## config.mk

```make
export PLATFORM = sky130hd
export DESIGN_NAME = i2c_master_bit_engine_core_flat
export DESIGN_NICKNAME = d
export VERILOG_FILES = /design/src/rtl/i2cm_pkg.sv /design/src/rtl/i2cm_if.sv /design/src/rtl/i2cm_seq.sv /design/src/rtl/i2c_master_bit_engine_core.sv /design/src/flat_wrapper.sv
export SDC_FILE = /design/constraint.sdc
export NUM_CORES = 1
export LEC_CHECK = 0
export ABC_CLOCK_PERIOD_IN_PS = 2200
export BUFFER_PORTS_ARGS = -buffer_cell sky130_fd_sc_hd__buf_2
export CORE_UTILIZATION = 53
export CTS_BUF_LIST = sky130_fd_sc_hd__clkbuf_4 sky130_fd_sc_hd__clkbuf_8 sky130_fd_sc_hd__clkbuf_16
export CTS_CLUSTER_DIAMETER = 200
export DETAILED_ROUTE_END_ITERATION = 8
export PLACE_DENSITY = 0.8
export SYNTH_ARGS = -nofsm -noshare
export SYNTH_HDL_FRONTEND = slang
export SYNTH_SLANG_ARGS = --single-unit
```

## constraint.sdc

```tcl
create_clock -name clk -period 2.2 [get_ports clk]
set_input_delay 0.44 -clock clk [delete_from_list [all_inputs] [get_ports clk]]
set_output_delay 0.44 -clock clk [all_outputs]
set_load 0.005 [all_outputs]
```

## src/rtl/i2cm_pkg.sv

```systemverilog
// ----------------------------------------------------------------------------
// i2cm_pkg
// Types and constants shared by the i2c master bit engine.
// ----------------------------------------------------------------------------
package i2cm_pkg;

  localparam int unsigned BITS_PER_BYTE = 8;

  localparam logic [7:0] ACK_TIMEOUT_RST = 8'd250;

  typedef logic [2:0] delay_t;

  localparam delay_t START_TICKS     = 3'd5;
  localparam delay_t STOP_TICKS      = 3'd6;
  localparam delay_t BIT_SETUP_TICKS = 3'd1;
  localparam delay_t BIT_HALF_TICKS  = 3'd2;
  localparam delay_t ACK_LO_TICKS    = 3'd2;
  localparam delay_t ACK_HI_TICKS    = 3'd5;
  localparam delay_t RX_HOLD_TICKS   = 3'd1;
  localparam delay_t NO_TICKS        = 3'd0;

  localparam logic [2:0] BIT_LAST = 3'(BITS_PER_BYTE - 1);

  typedef enum logic [2:0] {
    OP_TICK     = 3'd0,
    OP_START    = 3'd1,
    OP_STOP     = 3'd2,
    OP_SEND     = 3'd3,
    OP_WAIT_ACK = 3'd4,
    OP_READ     = 3'd5
  } op_t;

  typedef enum logic [3:0] {
    PH_IDLE    = 4'd0,
    PH_ST_A    = 4'd1,
    PH_ST_B    = 4'd2,
    PH_SP_A    = 4'd3,
    PH_SP_B    = 4'd4,
    PH_TX_SET  = 4'd5,
    PH_TX_HI   = 4'd6,
    PH_TX_LO   = 4'd7,
    PH_WA_POLL = 4'd8,
    PH_WA_HI   = 4'd9,
    PH_WA_LO   = 4'd10,
    PH_RX_LO   = 4'd11,
    PH_RX_HI   = 4'd12,
    PH_RX_HOLD = 4'd13,
    PH_AK_LO   = 4'd14,
    PH_AK_HI   = 4'd15
  } phase_t;

  typedef struct packed {
    logic [2:0] op;
    logic [7:0] tx_byte;
    logic       send_ack;
    logic       scl_pin;
    logic       sda_pin;
  } item_t;

  typedef struct packed {
    logic       scl_drive;
    logic       sda_level;
    logic       sda_enable;
    logic       busy_res;
    logic       done_res;
    logic [7:0] rx_byte;
    logic       ack_seen;
  } res_t;

endpackage

```

## src/rtl/i2cm_if.sv

```systemverilog
// ----------------------------------------------------------------------------
// i2cm_if
// Valid/ready channels of the i2c master bit engine: tick requests,
// results and the timeout register write.
// ----------------------------------------------------------------------------
interface i2cm_in_if;
  logic       valid;
  logic       ready;
  logic [2:0] op;
  logic [7:0] tx_byte;
  logic       send_ack;
  logic       scl_pin;
  logic       sda_pin;

  modport source (output valid, op, tx_byte, send_ack, scl_pin, sda_pin, input ready);
  modport sink (input valid, op, tx_byte, send_ack, scl_pin, sda_pin, output ready);
endinterface

interface i2cm_out_if;
  logic       valid;
  logic       ready;
  logic       scl_drive;
  logic       sda_level;
  logic       sda_enable;
  logic       busy_res;
  logic       done_res;
  logic [7:0] rx_byte;
  logic       ack_seen;

  modport source (output valid, scl_drive, sda_level, sda_enable, busy_res, done_res,
                  rx_byte, ack_seen, input ready);
  modport sink (input valid, scl_drive, sda_level, sda_enable, busy_res, done_res,
                rx_byte, ack_seen, output ready);
endinterface

interface i2cm_cfg_if;
  logic       valid;
  logic       ready;
  logic [7:0] ack_timeout_ticks;

  modport source (output valid, ack_timeout_ticks, input ready);
  modport sink (input valid, ack_timeout_ticks, output ready);
endinterface

```

## src/rtl/i2cm_seq.sv

```systemverilog
// ----------------------------------------------------------------------------
// i2cm_seq
// Pin sequencer: phase, delay, bit and timeout state advanced one tick
// per enabled cycle; presents the result of the tick being taken.
// ----------------------------------------------------------------------------
module i2cm_seq (
  input  logic            clk,
  input  logic            rst_n,
  input  logic            en,
  input  i2cm_pkg::item_t item,
  input  logic [7:0]      ack_timeout,
  output i2cm_pkg::res_t  res
);
  import i2cm_pkg::*;

  phase_t     phase_r, phase_nxt;
  delay_t     delay_r, delay_nxt;
  logic [2:0] bit_r, bit_nxt;
  logic [7:0] shift_r, shift_nxt;
  logic [7:0] tmo_r, tmo_nxt;
  logic       scl_r, scl_nxt;
  logic       sda_r, sda_nxt;
  logic       oe_r, oe_nxt;
  logic       ack_flag_r, ack_flag_nxt;
  logic       ack_choice_r, ack_choice_nxt;
  logic [7:0] rx_last_r, rx_last_nxt;
  logic       done;

  always_ff @(posedge clk) begin
    if (!rst_n) begin
      phase_r      <= PH_IDLE;
      delay_r      <= NO_TICKS;
      bit_r        <= '0;
      shift_r      <= '0;
      tmo_r        <= '0;
      scl_r        <= 1'b1;
      sda_r        <= 1'b1;
      oe_r         <= 1'b1;
      ack_flag_r   <= 1'b0;
      ack_choice_r <= 1'b0;
      rx_last_r    <= '0;
    end else if (en) begin
      phase_r      <= phase_nxt;
      delay_r      <= delay_nxt;
      bit_r        <= bit_nxt;
      shift_r      <= shift_nxt;
      tmo_r        <= tmo_nxt;
      scl_r        <= scl_nxt;
      sda_r        <= sda_nxt;
      oe_r         <= oe_nxt;
      ack_flag_r   <= ack_flag_nxt;
      ack_choice_r <= ack_choice_nxt;
      rx_last_r    <= rx_last_nxt;
    end
  end

  always_comb begin
    phase_nxt      = phase_r;
    delay_nxt      = delay_r;
    bit_nxt        = bit_r;
    shift_nxt      = shift_r;
    tmo_nxt        = tmo_r;
    scl_nxt        = scl_r;
    sda_nxt        = sda_r;
    oe_nxt         = oe_r;
    ack_flag_nxt   = ack_flag_r;
    ack_choice_nxt = ack_choice_r;
    rx_last_nxt    = rx_last_r;
    done           = 1'b0;

    if (phase_r == PH_IDLE) begin
      case (item.op)
        OP_START: begin
          scl_nxt = 1'b1; sda_nxt = 1'b1; oe_nxt = 1'b1;
          phase_nxt = PH_ST_A; delay_nxt = START_TICKS;
        end
        OP_STOP: begin
          scl_nxt = 1'b1; sda_nxt = 1'b0; oe_nxt = 1'b1;
          phase_nxt = PH_SP_A; delay_nxt = STOP_TICKS;
        end
        OP_SEND: begin
          shift_nxt = item.tx_byte;
          bit_nxt   = '0;
          scl_nxt = 1'b0; sda_nxt = item.tx_byte[7]; oe_nxt = 1'b1;
          phase_nxt = PH_TX_SET; delay_nxt = BIT_SETUP_TICKS;
        end
        OP_WAIT_ACK: begin
          oe_nxt    = 1'b0;
          tmo_nxt   = '0;
          phase_nxt = PH_WA_POLL; delay_nxt = NO_TICKS;
        end
        OP_READ: begin
          ack_choice_nxt = item.send_ack;
          bit_nxt   = '0;
          shift_nxt = '0;
          scl_nxt = 1'b0; oe_nxt = 1'b0;
          phase_nxt = PH_RX_LO; delay_nxt = BIT_HALF_TICKS;
        end
        default: begin
        end
      endcase
    end else if (phase_r == PH_WA_POLL) begin
      if (!item.sda_pin) begin
        ack_flag_nxt = 1'b1;
        scl_nxt   = 1'b1;
        phase_nxt = PH_WA_HI; delay_nxt = BIT_HALF_TICKS;
      end else if (tmo_r >= ack_timeout) begin
        // give up: no acknowledge, release the bus with a stop
        ack_flag_nxt = 1'b0;
        scl_nxt = 1'b1; sda_nxt = 1'b0; oe_nxt = 1'b1;
        phase_nxt = PH_SP_A; delay_nxt = STOP_TICKS;
      end else begin
        tmo_nxt = tmo_r + 8'd1;
      end
    end else if (phase_r == PH_RX_HI) begin
      // clock stretching: hold until the slave lets scl go high
      if (item.scl_pin) begin
        shift_nxt = {shift_r[6:0], item.sda_pin};
        phase_nxt = PH_RX_HOLD; delay_nxt = RX_HOLD_TICKS;
      end
    end else if (delay_r > 3'd1) begin
      delay_nxt = delay_r - 3'd1;
    end else begin
      case (phase_r)
        PH_ST_A: begin
          sda_nxt = 1'b0; phase_nxt = PH_ST_B; delay_nxt = START_TICKS;
        end
        PH_ST_B: begin
          scl_nxt = 1'b0; phase_nxt = PH_IDLE; delay_nxt = NO_TICKS; done = 1'b1;
        end
        PH_SP_A: begin
          sda_nxt = 1'b1; phase_nxt = PH_SP_B; delay_nxt = STOP_TICKS;
        end
        PH_SP_B: begin
          phase_nxt = PH_IDLE; delay_nxt = NO_TICKS; done = 1'b1;
        end
        PH_TX_SET: begin
          scl_nxt = 1'b1; phase_nxt = PH_TX_HI; delay_nxt = BIT_HALF_TICKS;
        end
        PH_TX_HI: begin
          scl_nxt = 1'b0; phase_nxt = PH_TX_LO; delay_nxt = BIT_HALF_TICKS;
        end
        PH_TX_LO: begin
          if (bit_r >= BIT_LAST) begin
            phase_nxt = PH_IDLE; delay_nxt = NO_TICKS; done = 1'b1;
          end else begin
            bit_nxt   = bit_r + 3'd1;
            shift_nxt = {shift_r[6:0], 1'b0};
            scl_nxt = 1'b0; sda_nxt = shift_r[6]; oe_nxt = 1'b1;
            phase_nxt = PH_TX_SET; delay_nxt = BIT_SETUP_TICKS;
          end
        end
        PH_WA_HI: begin
          scl_nxt = 1'b0; phase_nxt = PH_WA_LO; delay_nxt = BIT_HALF_TICKS;
        end
        PH_WA_LO: begin
          phase_nxt = PH_IDLE; delay_nxt = NO_TICKS; done = 1'b1;
        end
        PH_RX_LO: begin
          scl_nxt = 1'b1; phase_nxt = PH_RX_HI; delay_nxt = NO_TICKS;
        end
        PH_RX_HOLD: begin
          if (bit_r >= BIT_LAST) begin
            rx_last_nxt = shift_r;
            scl_nxt = 1'b0; sda_nxt = !ack_choice_r; oe_nxt = 1'b1;
            phase_nxt = PH_AK_LO; delay_nxt = ACK_LO_TICKS;
          end else begin
            bit_nxt = bit_r + 3'd1;
            scl_nxt = 1'b0;
            phase_nxt = PH_RX_LO; delay_nxt = BIT_HALF_TICKS;
          end
        end
        PH_AK_LO: begin
          scl_nxt = 1'b1; phase_nxt = PH_AK_HI; delay_nxt = ACK_HI_TICKS;
        end
        PH_AK_HI: begin
          scl_nxt = 1'b0; phase_nxt = PH_IDLE; delay_nxt = NO_TICKS; done = 1'b1;
        end
        default: begin
          phase_nxt = PH_IDLE; delay_nxt = NO_TICKS;
        end
      endcase
    end
  end

  always_comb begin
    res.scl_drive  = scl_nxt;
    res.sda_enable = oe_nxt;
    // released data line reads back as high
    res.sda_level  = oe_nxt ? sda_nxt : 1'b1;
    res.busy_res   = (phase_nxt != PH_IDLE);
    res.done_res   = done;
    res.rx_byte    = rx_last_nxt;
    res.ack_seen   = ack_flag_nxt;
  end

endmodule

```

## src/rtl/i2c_master_bit_engine_core.sv

```systemverilog
// ----------------------------------------------------------------------------
// i2c_master_bit_engine_core: a tick request passes through the input register,
// then the sequencer step into the result register, before its result is offered.
// Throughput one tick request per cycle while the result side is not stalled.
// Reset: idle, scl and sda driven high, timeout register 250.
// ----------------------------------------------------------------------------
module i2c_master_bit_engine_core (
  input  logic        clk,
  input  logic        rst_n,
  i2cm_in_if.sink     in_ch,
  i2cm_out_if.source  out_ch,
  i2cm_cfg_if.sink    cfg_ch
);
  import i2cm_pkg::*;

  logic       in_ready;
  logic       adv;
  logic       s1_valid_r;
  item_t      s1_item_r;
  logic       out_valid_r;
  res_t       out_res_r;
  res_t       step_res;
  logic [7:0] ack_timeout_r;

  // result register free or being emptied this cycle
  assign adv      = !out_valid_r || out_ch.ready;
  assign in_ready = adv || !s1_valid_r;

  assign in_ch.ready  = in_ready;
  assign cfg_ch.ready = 1'b1;

  always_ff @(posedge clk) begin
    if (!rst_n) begin
      ack_timeout_r <= ACK_TIMEOUT_RST;
    end else if (cfg_ch.valid) begin
      ack_timeout_r <= cfg_ch.ack_timeout_ticks;
    end
  end

  always_ff @(posedge clk) begin
    if (!rst_n) begin
      s1_valid_r <= 1'b0;
    end else if (in_ready) begin
      s1_valid_r <= in_ch.valid;
    end
  end

  always_ff @(posedge clk) begin
    if (in_ready && in_ch.valid) begin
      s1_item_r.op       <= in_ch.op;
      s1_item_r.tx_byte  <= in_ch.tx_byte;
      s1_item_r.send_ack <= in_ch.send_ack;
      s1_item_r.scl_pin  <= in_ch.scl_pin;
      s1_item_r.sda_pin  <= in_ch.sda_pin;
    end
  end

  i2cm_seq u_seq (
    .clk         (clk),
    .rst_n       (rst_n),
    .en          (adv && s1_valid_r),
    .item        (s1_item_r),
    .ack_timeout (ack_timeout_r),
    .res         (step_res)
  );

  always_ff @(posedge clk) begin
    if (!rst_n) begin
      out_valid_r <= 1'b0;
    end else if (adv) begin
      out_valid_r <= s1_valid_r;
    end
  end

  always_ff @(posedge clk) begin
    if (adv && s1_valid_r) begin
      out_res_r <= step_res;
    end
  end

  assign out_ch.valid      = out_valid_r;
  assign out_ch.scl_drive  = out_res_r.scl_drive;
  assign out_ch.sda_level  = out_res_r.sda_level;
  assign out_ch.sda_enable = out_res_r.sda_enable;
  assign out_ch.busy_res   = out_res_r.busy_res;
  assign out_ch.done_res   = out_res_r.done_res;
  assign out_ch.rx_byte    = out_res_r.rx_byte;
  assign out_ch.ack_seen   = out_res_r.ack_seen;

  a_done_not_busy: assert property (@(posedge clk) disable iff (!rst_n)
    out_valid_r && out_res_r.done_res |-> !out_res_r.busy_res)
    else $error("done result still reports busy");

  a_released_high: assert property (@(posedge clk) disable iff (!rst_n)
    out_valid_r && !out_res_r.sda_enable |-> out_res_r.sda_level)
    else $error("released data line not reported high");

  a_held_request: assert property (@(posedge clk) disable iff (!rst_n)
    s1_valid_r && !adv |=> s1_valid_r && $stable(s1_item_r))
    else $error("stalled tick request dropped or changed");

  a_cfg_only_on_write: assert property (@(posedge clk) disable iff (!rst_n)
    $past(rst_n) && !$past(cfg_ch.valid) |-> $stable(ack_timeout_r))
    else $error("timeout register changed without a write");

endmodule

```

## src/flat_wrapper.sv

```systemverilog
// flat-port wrapper written by rule: the top's interface ports become plain ports
module i2c_master_bit_engine_core_flat import i2cm_pkg::*;
  (clk, rst_n, in_ch_valid, in_ch_op, in_ch_tx_byte, in_ch_send_ack, in_ch_scl_pin, in_ch_sda_pin, in_ch_ready, out_ch_valid, out_ch_scl_drive, out_ch_sda_level, out_ch_sda_enable, out_ch_busy_res, out_ch_done_res, out_ch_rx_byte, out_ch_ack_seen, out_ch_ready, cfg_ch_valid, cfg_ch_ack_timeout_ticks, cfg_ch_ready);
  i2cm_in_if in_ch_i ();
  i2cm_out_if out_ch_i ();
  i2cm_cfg_if cfg_ch_i ();
  input  logic clk;
  input  logic rst_n;
  input wire logic [$bits(in_ch_i.valid)-1:0] in_ch_valid;
  input wire logic [$bits(in_ch_i.op)-1:0] in_ch_op;
  input wire logic [$bits(in_ch_i.tx_byte)-1:0] in_ch_tx_byte;
  input wire logic [$bits(in_ch_i.send_ack)-1:0] in_ch_send_ack;
  input wire logic [$bits(in_ch_i.scl_pin)-1:0] in_ch_scl_pin;
  input wire logic [$bits(in_ch_i.sda_pin)-1:0] in_ch_sda_pin;
  output wire logic [$bits(in_ch_i.ready)-1:0] in_ch_ready;
  output wire logic [$bits(out_ch_i.valid)-1:0] out_ch_valid;
  output wire logic [$bits(out_ch_i.scl_drive)-1:0] out_ch_scl_drive;
  output wire logic [$bits(out_ch_i.sda_level)-1:0] out_ch_sda_level;
  output wire logic [$bits(out_ch_i.sda_enable)-1:0] out_ch_sda_enable;
  output wire logic [$bits(out_ch_i.busy_res)-1:0] out_ch_busy_res;
  output wire logic [$bits(out_ch_i.done_res)-1:0] out_ch_done_res;
  output wire logic [$bits(out_ch_i.rx_byte)-1:0] out_ch_rx_byte;
  output wire logic [$bits(out_ch_i.ack_seen)-1:0] out_ch_ack_seen;
  input wire logic [$bits(out_ch_i.ready)-1:0] out_ch_ready;
  input wire logic [$bits(cfg_ch_i.valid)-1:0] cfg_ch_valid;
  input wire logic [$bits(cfg_ch_i.ack_timeout_ticks)-1:0] cfg_ch_ack_timeout_ticks;
  output wire logic [$bits(cfg_ch_i.ready)-1:0] cfg_ch_ready;
  assign in_ch_i.valid = in_ch_valid;
  assign in_ch_i.op = in_ch_op;
  assign in_ch_i.tx_byte = in_ch_tx_byte;
  assign in_ch_i.send_ack = in_ch_send_ack;
  assign in_ch_i.scl_pin = in_ch_scl_pin;
  assign in_ch_i.sda_pin = in_ch_sda_pin;
  assign in_ch_ready = in_ch_i.ready;
  assign out_ch_valid = out_ch_i.valid;
  assign out_ch_scl_drive = out_ch_i.scl_drive;
  assign out_ch_sda_level = out_ch_i.sda_level;
  assign out_ch_sda_enable = out_ch_i.sda_enable;
  assign out_ch_busy_res = out_ch_i.busy_res;
  assign out_ch_done_res = out_ch_i.done_res;
  assign out_ch_rx_byte = out_ch_i.rx_byte;
  assign out_ch_ack_seen = out_ch_i.ack_seen;
  assign out_ch_i.ready = out_ch_ready;
  assign cfg_ch_i.valid = cfg_ch_valid;
  assign cfg_ch_i.ack_timeout_ticks = cfg_ch_ack_timeout_ticks;
  assign cfg_ch_ready = cfg_ch_i.ready;
  i2c_master_bit_engine_core u_core (.clk(clk), .rst_n(rst_n), .in_ch(in_ch_i), .out_ch(out_ch_i), .cfg_ch(cfg_ch_i));
endmodule
```

==> metrics.md <==
| Metric | Value |
|---|---|
| Number of distinct library cell variants in the gate-level netlist after synthesis | `60` |
| Number of antenna violations at the first check in global routing | `0` |
| Setup repair after global routing missed its margin | `yes` |
| Detailed-route wire length | `11300 µm` |
| Fraction of power consumed by combinational cells | `0.192` |
| Ys flop type | `dfxtp_1` |
| Total clock buffers created by CTS | `9` |
| Clock buffer depth | `2` |
| Root cell of the clock tree | `clkbuf_8` |
| Max Cap Viol | `0` |
| Top-Level Pins | `44` |
| Count of H-tree levels built during CTS | `3` |
| Critical path required time | `2.49 ns` |
| PortBufs | `42` |
| Diodes inserted | `0` |
| Fraction of layout cells with a size suffix above 1 | `0.329` |
| Global-route wire length before repair | `17600 µm` |
| Final hold violation count | `0` |
| Total via count in the routed design | `3889` |
| Full die area | `8150 µm²` |
| Peak VDD IR | `0.578 mV` |
| DR WL/cell | `17.8 µm` |
| Setup Total Neg Slack | `-0.375 ns` |
| Gate Count Post-Synth | `446` |
| Final worst-path setup slack | `-0.0622 ns` |
| Dominant delay contributor by cell family on the critical path | `compound AO/OA/AOI/OAI gates` |
| Actual slew at the worst max-slew pin | `0.664 ns` |
| Number of hold buffers added after CTS | `0` |
| Sequential cell fraction of total power | `0.452` |
| Standard-cell row count | `31` |
| Clock latency on the worst-skew pair | `0.36 ns` |
| Multi-input combinational cell area | `2350 µm²` |
| Remaining routing DRC violations | `0` |
| Cell area power density | `669 nW/µm²` |
| Critical Path Max Stage Delay | `0.52 ns` |
| X dimension of the die | `90.3 µm` |
| Violations in the final reports | `setup timing` |
| Maximum number of pins on one net before global-route repair | `28` |
| Hold crit path type | `input pin to register` |
| Outcome | `finished with violations` |
| Starting density of the core | `0.557` |
| Area overhead of the layout relative to synthesis | `27.9%` |
| First drt pass iteration count | `6` |
| Total Routing Usage GR | `0.273` |
| Synthesis warning total | `0` |
| Remaining number of nets flagged by the antenna check after routing | `0` |
| Most common cell after layout, fill and taps aside | `buf_4` |
| Utilization after layout | `0.712` |
| Clock skew | `0.0133 ns` |
| Maximum fanout along the worst path | `7` |
| Core Box Area | `7410 µm²` |
| Half-perimeter wire length after placement | `7550 µm` |
| Clk pwr share | `0.356` |
| Clock-pin slew on the worst setup and hold paths | `0.09 ns` |
| Arrival time reported for the critical path endpoint | `2.55 ns` |
| Total setup violations reported at the end of the flow | `11` |
| Proportion of synthesized chip area in sequential cells | `0.441` |
| Critical Path Source Type | `register` |
| Final Net Count | `572` |
| Sum of met2 wire segment lengths after detailed routing | `5400 µm` |
| Top metal layer carrying routed signals | `met4` |
| Number of vias per cell | `6.13` |
| Total length of routed met3 wires | `847 µm` |
| Cells along the critical path | `inv_2 > ha_4 > nand2b_4 > a2111o_1 > a31oi_4 > a41oi_4 > or4_1 > a21oi_1` |
| F_max | `0.442 GHz` |
| Summed instance area of the synthesized netlist | `4130 µm²` |
| Non-filler instance count after layout | `634` |
| Final slew viol count | `0` |
| Switch share | `0.293` |
| DP Cell Count | `608` |
| # clock sinks | `77` |
| Count of flip-flops with a built-in enable after synthesis | `28` |
| Placer's final routability congestion estimate | `0.953` |
| Commonest cells after routing, fill and taps aside | `buf_4, dfxtp_1, buf_2` |
| Share of synthesized registers carrying an async set or reset | `0` |
| Final min period | `2.26 ns` |
| Filler cell count in the final layout | `525` |
| First DRT Iteration DRCs | `244` |
| Y dimension of the die | `90.3 µm` |
| Number of nets produced by synthesis | `488` |
| Rel. slew slack | `0.557` |
| Final period util | `1.03` |
| CP endpoint kind | `register` |
| Mean instance size in the synthesized netlist | `9.25 µm²` |
| Buffers & Inverters on Critical Path | `1` |
| Internal power summed over all cells | `2.50 mW` |
| Gr ovfl total | `0` |
| M1 WL | `4730 µm` |
| Switching power | `1.03 mW` |
| Worst-path cell with the longest stage delay | `or4_1` |
| Area occupied by registers | `1830 µm²` |
| Clock tree from TritonCTS | `built` |
| Leak Pwr | `2.14 nW` |
| Critical setup path kind | `register to register` |
| Number of global-route vias before repair | `3702` |
| Number of register bits inferred by synthesis | `77` |
## layout make-up
cell class              instances  area share
well taps                      99      0.0235
multi-input cells             321       0.445
repair buffers                100       0.127
inverters                      21      0.0149
clock inverters                 7      0.0199
flip-flops and latches         77       0.346
clock buffers                   9      0.0235
## layer usage
layer,vias up,track usage
met2,209,0.453
met4,0,0.108
li1,1802,-
met5,-,0
met1,1853,0.349
met3,25,0.0539
## Yosys cell counts, types with 2 or more instances
library cell,number,share of area
dfxtp_1,49,0.24
inv_1,21,0.019
or4_1,6,0.011
o22ai_1,2,0.0030
o21a_1,4,0.0073
a31oi_1,5,0.0076
nor3_1,9,0.011
mux2i_1,12,0.029
buf_1,2,0.0018
o221ai_1,2,0.0042
a31o_2,2,0.0042
nand4_1,5,0.0076
buf_2,8,0.0097
and3_1,3,0.0045
xor2_1,2,0.0042
a21oi_1,29,0.035
nor2_1,23,0.021
edfxtp_1,28,0.20
nand2_1,43,0.039
and2_1,2,0.0030
or3_1,4,0.0061
nand3_1,19,0.023
mux2_2,8,0.022
a21o_1,2,0.0036
a21boi_0,5,0.0091
a32oi_1,2,0.0042
nand3b_1,3,0.0055
a22o_1,7,0.015
nand2b_1,13,0.020
o211ai_1,9,0.016
nor2b_1,17,0.026
o21ai_0,33,0.040
clkbuf_1,17,0.015
ha_1,15,0.045
o31ai_1,10,0.018
## stage by stage
stage	power [mW]	hold WS, ns	instance area, µm²	setup WS (ns)
final	3.53	0.250	5280	-0.0622
after global routing	3.66	0.234	5280	-0.119
after CTS	3.47	0.242	5060	-0.130
after detailed placement	2.21	0.476	4710	-0.195
after global placement	2.20	0.470	4710	-0.0965
after floorplan	1.98	0.456	4130	-0.0200
## registers in the layout (all words and copies together), names as in the netlist, 3 cells and up
register / count
u_core.s1_item_r: 14
u_core.ack_timeout_r: 8
u_core.out_ch.rx_byte: 8
u_core.u_seq.rx_last_r: 8
u_core.u_seq.shift_r: 8
u_core.u_seq.tmo_r: 8
u_core.u_seq.phase_r: 4
u_core.u_seq.bit_r: 3
u_core.u_seq.delay_r: 3
## final timing paths
kind	start	to	slack (ns)	cells after the start
worst max-delay path	u_core.u_seq.tmo_r[0]	u_core.u_seq.tmo_r[5]	-0.06	8
worst min-delay path	in_ch_tx_byte[5]	u_core.s1_item_r[8]	0.25	1
worst max register to register	u_core.u_seq.tmo_r[0]	u_core.u_seq.tmo_r[5]	-0.06	8
worst min register to register	u_core.ack_timeout_r[3]	u_core.ack_timeout_r[3]	0.50	2
## power groups by stage
stage	sequential [mW]	clock, mW	combinational (mW)
2_1_floorplan	1.60	0	0.383
5_1_grt	1.60	1.32	0.730
4_1_cts	1.59	1.26	0.616
6_report	1.60	1.25	0.678
3_3_place_gp	1.62	0	0.578
3_5_place_dp	1.62	0	0.590
## cell families (layout without fill, tap and decap cells)
group | Yosys count | after routing | synth area share
AND/OR/NAND/NOR | 151 | 151 | 0.187
buffers and inverters | 49 | 137 | 0.0479
other | 1 | 1 | 0.000908
multiplexers | 20 | 20 | 0.0509
XOR/XNOR | 2 | 2 | 0.00424
adder cells (fa/ha/maj) | 15 | 15 | 0.0455
flip-flops | 77 | 77 | 0.441
AO/OA/AOI/OAI | 131 | 132 | 0.222
## what timing repair did
item                                    in CTS  in global routing
hold endpoints to repair                     0                  0
gates resized for setup                     10                 53
buffers inserted                             7                  1
cloned                                       1                  1
endpoints found under the setup margin      14                 48
pin swaps                                    9                 15
Note: power is estimated with default switching activity, not from simulation.
